File: src/rtl/midi_cc_to_sysex_translator_macros.svh
// ----------------------------------------------------------------------------
// midi_cc_to_sysex_translator_macros
// assertion helpers used by the translator controller
// ----------------------------------------------------------------------------
`ifndef MIDI_CC_TO_SYSEX_TRANSLATOR_MACROS_SVH
`define MIDI_CC_TO_SYSEX_TRANSLATOR_MACROS_SVH

// same-cycle implication
`define MCST_ASSERT_IMP(lbl, clk, rst_n, ante, cons) \
  lbl: assert property (@(posedge clk) disable iff (!rst_n) (ante) |-> (cons)) \
    else $error("mcst same-cycle check failed");

// next-cycle implication
`define MCST_ASSERT_NXT(lbl, clk, rst_n, ante, cons) \
  lbl: assert property (@(posedge clk) disable iff (!rst_n) (ante) |=> (cons)) \
    else $error("mcst next-cycle check failed");

`endif

File: src/rtl/mcst_pkg.sv
// ----------------------------------------------------------------------------
// mcst_pkg
// shared types and constants of the midi cc to sysex translator
// ----------------------------------------------------------------------------
`timescale 1ns / 1ps

package mcst_pkg;

  localparam int CFG_IDX_W  = 2;
  localparam int CFG_DATA_W = 4;
  localparam int CH_W       = 4;
  localparam int NP_W       = 3;
  localparam int PG_W       = 3;
  localparam int CTL_W      = 8;
  localparam int MAP_CTL_W  = 7;
  localparam int BYTE_W     = 8;
  localparam int DIV_W      = 7;
  localparam int EIDX_W     = 4;

  localparam logic [CFG_IDX_W-1:0] CFG_MIDI_CHANNEL = 2'd0;
  localparam logic [CFG_IDX_W-1:0] CFG_NUM_PAGES    = 2'd1;

  localparam logic [CH_W-1:0] CH_RESET = 4'd0;
  localparam logic [NP_W-1:0] NP_RESET = 3'd4;

  localparam logic [3:0]        CC_STATUS_HI = 4'hB;
  localparam logic [BYTE_W-1:0] SYX_START    = 8'hF0;
  localparam logic [BYTE_W-1:0] SYX_MFR_ID   = 8'h41;
  localparam logic [BYTE_W-1:0] SYX_MODEL_ID = 8'h36;
  localparam logic [BYTE_W-1:0] SYX_CMD      = 8'h24;
  localparam logic [BYTE_W-1:0] SYX_GROUP    = 8'h20;
  localparam logic [BYTE_W-1:0] SYX_SUBGROUP = 8'h01;
  localparam logic [BYTE_W-1:0] SYX_END      = 8'hF7;

  localparam logic [BYTE_W-1:0] ENTRY_NONE = 8'h00;
  localparam logic [BYTE_W-1:0] ENTRY_SAVE = 8'hFE;
  localparam logic [BYTE_W-1:0] ENTRY_PAGE = 8'hFF;

  localparam logic [EIDX_W-1:0] LAST_PASS = 4'd0;
  localparam logic [EIDX_W-1:0] LAST_CC   = 4'd2;
  localparam logic [EIDX_W-1:0] LAST_SYX  = 4'd9;

  typedef enum logic [1:0] {
    EK_PASS,
    EK_CC,
    EK_SYX
  } emit_kind_e;

  typedef struct packed {
    logic       clr_step;
    logic       tab_wr;
    logic       cap_byte;
    logic       load_ctl;
    logic       rd_entry;
    logic       latch_entry;
    logic       div_start;
    logic       div_step;
    logic       emit_start;
    emit_kind_e emit_kind;
    logic       emit_load;
  } dp_cmd_t;

  typedef struct packed {
    logic clr_last;
    logic in_op;
    logic in_is_status;
    logic ent_page;
    logic ent_save;
    logic ent_none;
    logic div_done;
    logic out_free;
    logic emit_last;
  } dp_sts_t;

  // 127 / num_pages, a page count of zero counts as one
  function automatic logic [DIV_W-1:0] page_divisor(input logic [NP_W-1:0] np);
    logic [DIV_W-1:0] d;
    case (np)
      3'd2:    d = 7'd63;
      3'd3:    d = 7'd42;
      3'd4:    d = 7'd31;
      3'd5:    d = 7'd25;
      3'd6:    d = 7'd21;
      3'd7:    d = 7'd18;
      default: d = 7'd127;
    endcase
    return d;
  endfunction

endpackage

File: src/rtl/mcst_ctrl.sv
// ----------------------------------------------------------------------------
// mcst_ctrl
// translator controller: table clear, midi parse and output sequencing
// ----------------------------------------------------------------------------
`timescale 1ns / 1ps
`include "midi_cc_to_sysex_translator_macros.svh"

module mcst_ctrl (
  input  logic              clk_i,
  input  logic              rst_ni,
  input  logic              in_valid_i,
  output logic              in_stall_o,
  output mcst_pkg::dp_cmd_t cmd_o,
  input  mcst_pkg::dp_sts_t sts_i
);

  import mcst_pkg::*;

  typedef enum logic [2:0] {
    S_CLEAR,
    S_IDLE,
    S_LOOK,
    S_DIV,
    S_EMIT
  } state_e;

  typedef enum logic [1:0] {
    P_STATUS,
    P_CTRL,
    P_VALUE
  } parse_e;

  state_e state_q, state_d;
  parse_e parse_q, parse_d;

  always_comb begin
    cmd_o   = '0;
    state_d = state_q;
    parse_d = parse_q;
    case (state_q)
      S_CLEAR: begin
        cmd_o.clr_step = 1'b1;
        if (sts_i.clr_last) begin
          state_d = S_IDLE;
        end
      end
      S_IDLE: begin
        if (in_valid_i) begin
          if (sts_i.in_op) begin
            cmd_o.tab_wr = 1'b1;
          end else begin
            cmd_o.cap_byte = 1'b1;
            case (parse_q)
              P_STATUS: begin
                if (sts_i.in_is_status) begin
                  parse_d = P_CTRL;
                end else begin
                  cmd_o.emit_start = 1'b1;
                  cmd_o.emit_kind  = EK_PASS;
                  state_d          = S_EMIT;
                end
              end
              P_CTRL: begin
                cmd_o.load_ctl = 1'b1;
                parse_d        = P_VALUE;
              end
              P_VALUE: begin
                cmd_o.rd_entry = 1'b1;
                parse_d        = P_STATUS;
                state_d        = S_LOOK;
              end
              default: begin
                parse_d = P_STATUS;
              end
            endcase
          end
        end
      end
      S_LOOK: begin
        cmd_o.latch_entry = 1'b1;
        if (sts_i.ent_page) begin
          cmd_o.div_start = 1'b1;
          state_d         = S_DIV;
        end else if (sts_i.ent_save) begin
          state_d = S_IDLE;
        end else begin
          cmd_o.emit_start = 1'b1;
          cmd_o.emit_kind  = sts_i.ent_none ? EK_CC : EK_SYX;
          state_d          = S_EMIT;
        end
      end
      S_DIV: begin
        cmd_o.div_step = 1'b1;
        if (sts_i.div_done) begin
          state_d = S_IDLE;
        end
      end
      S_EMIT: begin
        if (sts_i.out_free) begin
          cmd_o.emit_load = 1'b1;
          if (sts_i.emit_last) begin
            state_d = S_IDLE;
          end
        end
      end
      default: begin
        state_d = S_IDLE;
      end
    endcase
  end

  always_ff @(posedge clk_i or negedge rst_ni) begin
    if (!rst_ni) begin
      state_q <= S_CLEAR;
      parse_q <= P_STATUS;
    end else begin
      state_q <= state_d;
      parse_q <= parse_d;
    end
  end

  assign in_stall_o = (state_q != S_IDLE);

  `MCST_ASSERT_NXT(a_clear_ends_idle, clk_i, rst_ni, state_q == S_CLEAR && sts_i.clr_last, state_q == S_IDLE)
  `MCST_ASSERT_IMP(a_load_into_free_reg, clk_i, rst_ni, cmd_o.emit_load, sts_i.out_free)
  `MCST_ASSERT_IMP(a_div_after_message, clk_i, rst_ni, state_q == S_DIV, parse_q == P_STATUS)

endmodule

File: config.mk
export PLATFORM = sky130hd
export DESIGN_NAME = mcst_ctrl
export DESIGN_NICKNAME = d
export VERILOG_FILES = /design/src/rtl/mcst_pkg.sv /design/src/rtl/mcst_ctrl.sv
export VERILOG_INCLUDE_DIRS = /design/src /design/src/rtl
export SDC_FILE = /design/constraint.sdc
export NUM_CORES = 1
export LEC_CHECK = 0
export ABC_AREA = 1
export BUFFER_PORTS_ARGS = -buffer_cell sky130_fd_sc_hd__buf_2
export CAP_MARGIN = 20
export CORE_AREA = 2 2 39 41
export CTS_CLUSTER_DIAMETER = 50
export DETAILED_ROUTE_END_ITERATION = 16
export DIE_AREA = 0 0 41 43
export PLACE_DENSITY = 0.7
export RECOVER_POWER = 50
export SYNTH_ARGS = -nofsm -noshare
export SYNTH_HDL_FRONTEND = slang
export SYNTH_SLANG_ARGS = --single-unit
File: constraint.sdc
create_clock -name clk_i -period 1.2 [get_ports clk_i]
set_input_delay 0.12 -clock clk_i [delete_from_list [all_inputs] [get_ports clk_i]]
set_output_delay 0.12 -clock clk_i [all_outputs]
set_load 0.02 [all_outputs]
=== Word-level counts from Yosys, hierarchy flattened ===
Index checks and enable logic that the tools add are counted.
Widths: inputs -> output; s select.

* Equal/unequal tests: 16
* Multiplexer cells: 33
* Bitwise gates (word level): 1
* Reduce and logical (&&, ||, !) cells: 4

{| class="wikitable"
|+ Operator list
! cell !! count
|-
| $mux 3 || 16
|-
| $pmux 3 s5 || 1
|-
| $ne 2x2->1 const B || 7
|-
| $pmux 3 s2 || 2
|-
| $mux 1 || 8
|-
| $mux 4 || 2
|-
| $reduce_and 8->1 || 1
|-
| $eq 3x2->1 const B || 2
|-
| $mux 2 || 3
|-
| $ne 3x1->1 const B || 2
|-
| $pmux 2 s2 || 1
|-
| $reduce_and 4->1 || 1
|-
| $eq 3x1->1 const B || 1
|-
| $eq 3x3->1 const B || 1
|-
| $logic_not 3->1 || 1
|-
| $ne 3x3->1 const B || 1
|-
| $eq 2x1->1 const B || 1
|-
| $eq 2x2->1 const B || 1
|-
| $logic_not 2->1 || 1
|-
| $not 1->1 || 1
|}

* Register bits: 5
* Output and inout port bits: 13
* Word-level logic and storage cells: 56

=== Logic depth before layout (Yosys ltp) ===
Gate-level depths: netlist of the first run.

* Word-level depth: 5
* Gate-level depth with buffers: 8
* Gate-level depth less buffers: 8

=== Worst setup path after synthesis of the first run ===
Ideal clock, no wire load.

* Kind: reg-to-output
* From: register state_q[2]
* To: output port cmd_o[1] in the netlist's numbering
* Arrival time: 1.404 ns
* Required time: 1.080 ns
* Slack: -0.324 ns
* Stages on the path, launching flop included: 4
* Buffers on the path: 0
* Path through: dfrtp_1 -> nor3_2 -> nand2_1 -> nor2_1

{| class="wikitable"
|+ RTL lines
! item !! RTL line !! source
|-
| start, declared || mcst_ctrl.sv:33 || <nowiki>state_e state_q, state_d;</nowiki>
|-
| start signal, assigned || mcst_ctrl.sv:117 || <nowiki>state_q <= state_d;</nowiki>
|-
| end, declared || mcst_ctrl.sv:13 || <nowiki>output mcst_pkg::dp_cmd_t cmd_o,</nowiki>
|}

==> impl_metrics.yaml, run 1 <==
die:
  num_io_pins: 25
  coreArea_um2: 1380
  fp.dieH_um: 43
  dieArea_um2: 1760
  num_rows: 14
  initial_core_util_pct: 28.8
  die_w_um: 41
power_and_ir_drop:
  p_sw_uw: 900
  p_seq_share_pct: 16.3
  p_int_mw: 1.06
  power_frac_clock_pct: 10.4
  p_leak_nw: 0.511
  peakVddDrop_uv: 1210
  comb_power_share_pct: 73.3
  switching_share_pct: 45.9
  p_per_area_nw_per_um2: 2060
layout:
  nets: 122
  layout_commonest_cell: "buf_6"
  multi_input_area_um2: 354
  seqCellArea_um2: 126
  final_cell_mix: "23 x buf_6, 11 x nand2_1, 10 x buf_2"
  antenna_cells: 0
  design_area_um2: 953
  layout-drive-gt1-share_pct: 68.8
  final_util_pct: 68.9
  syn2layout_area_growth_pct: 139
  nFillCells: 112
place:
  dpl.hpwl_um: 854
  routabilityCongestion: 0.697
  portBuffers: 24
  dp_slack_ns: -0.0721
  dpl_cell_area_um2: 639
logic_synthesis:
  avgSynthCellArea_um2: 6.44
  yosysSeqAreaShare_pct: 31.3
  syn_nets: 74
  synthCells: 62
  synth_seq_cells: 5
  ys_types: 16
  netlist_area_um2: 399
  ys_warn_count: 0
run_status:
  violations: "setup timing"
  outcome: "finished, violations left"
grt:
  grt_pass1_vias: 565
  grt_max_degree: 6
  grt_pass1_wl_mm: 2.23
  overflow: 0
  antenna_found_initial: 0
  grt.total_usage_pct: 18.9
route:
  via_per_inst: 4.57
  dr.pass1.iters: 3
  final_antenna_net_count: 0
  route.detailed.drc: 0
  wl_mm: 1.44
  vias: 571
  wl_per_cell_um: 11.5
  initialDrtViolationCount: 1
timing:
  finalClockSkew_ns: 0.00598
  tightest_slew_ns: 0.281
  fin_crit_ns: 1.52
  drv_slew: 0
  hold_violations: 0
  fin_ws_ns: -0.325
  rsz0062_at_grt: "yes"
  tns_ns: -3.48
  slew_headroom_pct: 81.2
  fmax_mhz: 656
  worst_hold_slack_ns: 0.143
  fin_crit_sh_pct: 127
  setup_violations: 18
cts:
  clockRootBuffer: "clkbuf_4"
  clock_path_buffers: 2
  cts_max_level: 1
  path_clk_slew_ns: 0.05
  cts-buffers-inserted: 3
  clock-sinks: 5
  cts_tree: "built"
  clock_latency_ns: 0.25
critical_path:
  critPathKind: "register to primary output"
  worst_setup_path_start_kind: "register"
  crit_arrival_ns: 1.40
  critPathMaxFanout: 4
  cp_data_required_time_ns: 1.08
  worstSetupEndpointType: "primary output"
flow_run:
  cap_violations: 0
min_path:
  min_path_type: "primary input to register"
[synth_stat cells]
master,n,area [um^2]
dfrtp_1,5,125
o21ai_0,1,5.00
nor3_1,2,10.0
inv_2,2,7.51
nor2_2,1,6.26
a21oi_1,1,5.00
and3_1,1,6.26
nand3_2,1,10.0
nor3_2,1,10.0
inv_1,9,33.8
nor3_4,1,16.3
nor2_1,11,41.3
o21ai_1,1,5.00
nor2_8,1,20.0
nand2_1,18,67.6
nand3_1,6,30.0
[final timing paths]
path                       cells after the start  slack [ns]          to        from
max in group asynchronous                      2        0.73  state_q[2]      rst_ni
min in group asynchronous                      2        0.25  state_q[1]      rst_ni
min reg2reg                                    3        0.58  parse_q[0]  parse_q[1]
max                                            5       -0.32    cmd_o[2]  state_q[0]
max reg2reg                                    7       -0.16  state_q[0]  state_q[0]
min                                            3        0.14  parse_q[0]    sts_i[6]
[cell families after synthesis]
group,after synthesis,share of synthesized area (%)
AO/OA/AOI/OAI,3,3.76
buffers and inverters,11,10.3
flip-flops,5,31.3
AND/OR/NAND/NOR,43,54.5
[state kept, by name (all words and copies together) (netlist names)]
register  cells
state_q       3
parse_q       2
[cell type report]
class | instances | share of cell area, %
Timing Repair Buffer | 43 | 40.2
Multi-Input combinational cell | 46 | 37.1
Sequential cell | 5 | 13.3
Inverter | 11 | 4.59
Clock buffer | 4 | 2.76
Tap cell | 16 | 2.10
[critical path: stages, from the launching register on]
cell	delay (ns)
dfrtp_1	0.40
buf_6	0.14
nor3_4	0.26
nand2_4	0.13
nor2_4	0.11
buf_6	0.12
[metrics by stage]
step	std cells	total power, mW
floorplan	62	0.879
global placement	111	1.19
detailed placement	111	1.20
CTS	123	1.69
global route	125	2.09
finish	125	1.96
[per-layer routing]
metal	track usage, %	share of wire (%)	vias to the layer above
met5	0	0	-
met2	30.9	57	14
met4	10.0	0.83	0
met1	22.1	39	265
met3	3.14	2.6	2
li1	-	-	290
[repair_timing]
action / 4_1_cts / 5_1_grt
endpoints found under the hold margin: 5 / 0
endpoints found under the setup margin: 16 / 18
hold buffers: 1 / 0
cloned: 0 / 0
setup buffers: 7 / 5
gates resized for setup: 37 / 24
pin swaps: 10 / 9
[power groups by stage]
| stage | Clock, mW | Sequential, mW | Combinational (mW) |
|---|---|---|---|
| 5_1_grt | 0.225 | 0.332 | 1.54 |
| 2_1_floorplan | 0 | 0.333 | 0.547 |
| 4_1_cts | 0.209 | 0.310 | 1.18 |
| 3_5_place_dp | 0 | 0.327 | 0.873 |
| 3_3_place_gp | 0 | 0.323 | 0.864 |
| 6_report | 0.204 | 0.320 | 1.44 |
No activity file was read; power rests on OpenSTA's default activity.
==> run 2: changes to the inputs <==
--- a/config.mk
+++ b/config.mk
@@ -7,13 +7,13 @@
 export NUM_CORES = 1
 export LEC_CHECK = 0
 export ABC_AREA = 1
-export BUFFER_PORTS_ARGS = -buffer_cell sky130_fd_sc_hd__buf_2
 export CAP_MARGIN = 20
 export CORE_AREA = 2 2 39 41
 export CTS_CLUSTER_DIAMETER = 50
 export DETAILED_ROUTE_END_ITERATION = 16
 export DIE_AREA = 0 0 41 43
-export PLACE_DENSITY = 0.7
+export DONT_BUFFER_PORTS = 1
+export PLACE_DENSITY = 0.55
 export RECOVER_POWER = 50
 export SYNTH_ARGS = -nofsm -noshare
 export SYNTH_HDL_FRONTEND = slang
==> constraint.sdc (replaced) <==
create_clock -name clk_i -period 1.4 [get_ports clk_i]
set_input_delay 0.14 -clock clk_i [delete_from_list [all_inputs] [get_ports clk_i]]
set_output_delay 0.14 -clock clk_i [all_outputs]
set_load 0.02 [all_outputs]
==> impl_metrics.yaml, run 2 (same netlist as run 1, synthesis figures left out) <==
grt:
  grt_pass1_wl_mm: 1.53
  overflow: 0
  grt_pass1_vias: 387
  grt.total_usage_pct: 12.9
  grt_max_degree: 6
  antenna_found_initial: 0
cts:
  clock-sinks: 5
  clock_latency_ns: 0.24
  cts_tree: "built"
  clock_path_buffers: 2
  path_clk_slew_ns: 0.04
  cts_max_level: 1
  cts-buffers-inserted: 3
  clockRootBuffer: "clkbuf_4"
critical_path:
  critPathKind: "register to primary output"
  worst_setup_path_start_kind: "register"
  worstSetupEndpointType: "primary output"
  crit_path_cell_trace: "buf_6 -> nor3_4 -> nand2_2 -> nor2_1 -> buf_4"
  cp_data_required_time_ns: 1.26
  critPathMaxFanout: 3
  crit_path_max_incr_delay_ns: 0.41
  cp_slowest_cell: "dfrtp_2"
  crit_arrival_ns: 1.31
timing:
  slew_headroom_pct: 75.1
  tightest_slew_ns: 0.372
  fin_ws_ns: -0.0519
  setup_violations: 6
  hold_violations: 0
  fin_crit_sh_pct: 104
  fmax_mhz: 689
  finalClockSkew_ns: 0.00380
  rsz0062_at_grt: "yes"
  tns_ns: -0.147
  drv_slew: 0
  fin_crit_ns: 1.45
layout:
  antenna_cells: 0
  nets: 98
  final_cell_mix: "11 x buf_4, 10 x nand2_1, 7 x nor2_1, 7 x buf_6, 6 x inv_1"
  layout-drive-gt1-share_pct: 56.5
  largest_reg_flops: 3
  layout_commonest_cell: "buf_4"
  syn2layout_area_growth_pct: 75.2
  instances_no_fill: 101
  top_regs: "state_q (3), parse_q (2)"
  design_area_um2: 699
  final_util_pct: 50.5
  top_register: "state_q"
place:
  dpl.hpwl_um: 748
  dp_slack_ns: 0.141
  dpl_cell_area_um2: 500
  portBuffers: 0
  place_inst: 88
  routabilityCongestion: 0.695
die:
  coreArea_um2: 1380
  initial_core_util_pct: 28.8
  fp.dieH_um: 43
  num_rows: 14
  num_io_pins: 25
  die_w_um: 41
  dieArea_um2: 1760
flow_run:
  cap_violations: 0
route:
  initialDrtViolationCount: 7
  wl_mm: 1.04
  via_per_inst: 4.64
  route.detailed.drc: 0
  wl_per_cell_um: 10.3
  final_antenna_net_count: 0
  vias: 469
  dr.pass1.iters: 4
run_status:
  outcome: "finished, violations left"
  violations: "setup timing"
power_and_ir_drop:
  peakVddDrop_uv: 1090
  p_leak_nw: 0.378
  p_per_area_nw_per_um2: 1920
min_path:
  min_path_type: "primary input to register"
## run 2: cell count changes in the layout (fill, tap and decap cells not counted), sizes merged
| cell | previous run | this run |
|---|---|---|
| buf | 41 | 18 |
| clkbuf | 5 | 4 |
## run 2: final timing paths
kind                            startpoint    endpoint  slack (ns)  cells past startpoint
worst max-delay path            state_q[0]    cmd_o[2]       -0.05                      5
worst min-delay path              sts_i[6]  parse_q[0]        0.07                      2
worst max register to register  state_q[0]  state_q[0]        0.11                     10
worst min register to register  parse_q[1]  parse_q[0]        0.60                      3
max in group asynchronous           rst_ni  state_q[2]        1.01                      1
min in group asynchronous           rst_ni  state_q[0]        0.19                      1
## run 2: critical path: cells and delay by family, from the launching register on
kind / cells / cell delay (ns)
DFF: 1 / 0.41
and+or+nand+nor: 3 / 0.39
buffers and inverters: 2 / 0.28
## run 2: layout make-up
class,count,area (um^2)
Fill cell,140,684
Inverter,11,43.8
Multi-Input combinational cell,46,309
Timing Repair Buffer,19,171
Tap cell,16,20.0
Clock buffer,4,26.3
Sequential cell,5,129
## run 2: where the power goes
group | internal (mW) | switching [mW]
clock | 0.107 | 0.0532
sequential | 0.210 | 0.0702
combinational | 0.388 | 0.512
## run 2: repair_timing
item,in CTS,in global routing
cloned,0,0
gates resized for setup,11,24
endpoints found under the setup margin,6,12
buffers inserted,7,1
hold buffers,1,0
pin swaps,4,14
endpoints found under the hold margin,5,0
## run 2: routing by layer
metal / vias up / wire length (um) / track usage (%)
li1: 236 / - / -
met1: 218 / 387 / 17.4
met2: 15 / 587 / 17.5
met3: 0 / 66 / 5.24
met4: 0 / 0 / 6.00
met5: - / 0 / 0
## run 2: through the flow
stage          power (mW)  hold slack [ns]
5_1_grt              1.48            0.100
2_1_floorplan       0.725           -0.156
4_1_cts              1.22           0.0671
3_3_place_gp        0.901           -0.155
3_5_place_dp        0.900           -0.155
6_report             1.34           0.0698
==> run 3: changes to the inputs <==
--- a/config.mk
+++ b/config.mk
@@ -13,7 +13,6 @@
 export DETAILED_ROUTE_END_ITERATION = 16
 export DIE_AREA = 0 0 41 43
 export DONT_BUFFER_PORTS = 1
-export PLACE_DENSITY = 0.55
 export RECOVER_POWER = 50
 export SYNTH_ARGS = -nofsm -noshare
 export SYNTH_HDL_FRONTEND = slang
==> impl_metrics.yaml, run 3 (same netlist as run 1, synthesis figures left out) <==
critical_path:
  cp_data_required_time_ns: 1.26
  cp_slowest_cell: "dfrtp_2"
  timing.rr.end: "state_q[0]"
  rr_startpoint: "state_q[0]"
  worst_setup_path_start_kind: "register"
  endpoint: "cmd_o[2]"
  r2r_cells: 9
  rrSetupSlack_ns: 0.07
  crit_arrival_ns: 1.31
  crit_path_max_incr_delay_ns: 0.44
  crit_path_cell_trace: "nor3_4 -> nand2_2 -> nor2_1 -> buf_4"
  worstSetupStartpoint: "state_q[2]"
  worstSetupEndpointType: "primary output"
  critPathKind: "register to primary output"
  critPathMaxFanout: 4
power_and_ir_drop:
  p_int_uw: 619
  p_per_area_nw_per_um2: 1940
  switching_share_pct: 47.2
  p_seq_share_pct: 24.7
  power_frac_clock_pct: 13.8
  p_sw_uw: 554
  peakVddDrop_uv: 1020
  p_leak_nw: 0.338
  comb_power_share_pct: 61.5
  p_total_mw: 1.17
timing:
  fmax_mhz: 688
  rsz0062_at_grt: "yes"
  setup_violations: 5
  fin_ws_ns: -0.0531
  fin_crit_ns: 1.45
  fin_crit_sh_pct: 104
  slew_headroom_pct: 74.8
  hold_violations: 0
  tightest_slew_ns: 0.376
  drv_slew: 0
  finalClockSkew_ns: 0.00320
  worst_hold_slack_ns: 0.0642
  tns_ns: -0.152
cts:
  cts-buffers-inserted: 3
  clock_path_buffers: 2
  path_clk_slew_ns: 0.04
  clock_latency_ns: 0.24
  cts_tree: "built"
  clockRootBuffer: "clkbuf_4"
  clock-sinks: 5
  cts_max_level: 1
route:
  final_antenna_net_count: 0
  wl_um: 942
  vias: 441
  via_per_inst: 4.50
  initialDrtViolationCount: 7
  wl_per_cell_um: 9.61
  route.detailed.drc: 0
  dr.pass1.iters: 3
place:
  dp_slack_ns: 0.129
  place_inst: 88
  portBuffers: 0
  routabilityCongestion: 0.720
  dpl_cell_area_um2: 500
  dpl.hpwl_um: 767
layout:
  layout-drive-gt1-share_pct: 46.3
  nets: 95
  antenna_cells: 0
  final_cell_mix: "14 x nand2_1, 12 x buf_4, 9 x nor2_1"
  nFillCells: 144
  design_area_um2: 606
  top_regs: "state_q (3), parse_q (2)"
  top_register: "state_q"
  syn2layout_area_growth_pct: 51.7
  instances_no_fill: 98
  final_util_pct: 43.8
  largest_reg_flops: 3
  layout_commonest_cell: "nand2_1"
run_status:
  outcome: "finished, violations left"
  violations: "setup timing"
grt:
  grt.total_usage_pct: 11.8
  grt_pass1_vias: 379
  grt_max_degree: 7
  grt_pass1_wl_mm: 1.39
  antenna_found_initial: 0
  overflow: 0
die:
  dieArea_um2: 1760
  num_io_pins: 25
  fp.dieH_um: 43
  initial_core_util_pct: 28.8
  coreArea_um2: 1380
  num_rows: 14
  die_w_um: 41
min_path:
  min_path_type: "primary input to register"
flow_run:
  cap_violations: 0
run 3: area by class of cell:
class,instances,area (um^2),area share [%]
Clock buffer,4,26.3,4.34
Timing Repair Buffer,16,134,22.1
Tap cell,16,20.0,3.31
Sequential cell,5,129,21.3
Inverter,11,41.3,6.82
Multi-Input combinational cell,46,255,42.1
run 3: power by group through the flow:
stage	logic, mW	clock network, mW	registers (mW)
final	0.722	0.162	0.289
after global routing	0.784	0.183	0.302
after detailed placement	0.613	0	0.287
after floorplan	0.443	0	0.282
after CTS	0.676	0.173	0.293
after global placement	0.609	0	0.286
run 3: layer usage:
metal / vias to the layer above / global-route usage [%] / routed length (um)
met2: 17 / 17.5 / 487
met5: - / 0 / 0
li1: 233 / - / -
met3: 0 / 7.33 / 85
met4: 0 / 4.00 / 0
met1: 191 / 13.5 / 369
run 3: what timing repair did:
action	in CTS	in global routing
pin swaps	1	2
endpoints found under the setup margin	6	9
hold endpoints to repair	5	0
hold buffers	1	0
gates resized for setup	8	8
setup buffers	3	3
run 3: critical path: cells and delay by family, from the launching register on:
kind	cells	cell delay (ns)
AND/OR/NAND/NOR	3	0.48
flip-flops	1	0.44
buffers and inverters	1	0.15
run 3: worst min path at each step:
stage                             to  startpoint  cells after the start  slack, ns
after floorplan           parse_q[0]      rst_ni                      0      -0.16
after global placement    parse_q[0]      rst_ni                      0      -0.16
after detailed placement  parse_q[0]      rst_ni                      0      -0.16
after CTS                 parse_q[0]    sts_i[6]                      2       0.06
after global routing      parse_q[0]    sts_i[6]                      2       0.07
final                     parse_q[0]    sts_i[6]                      2       0.06
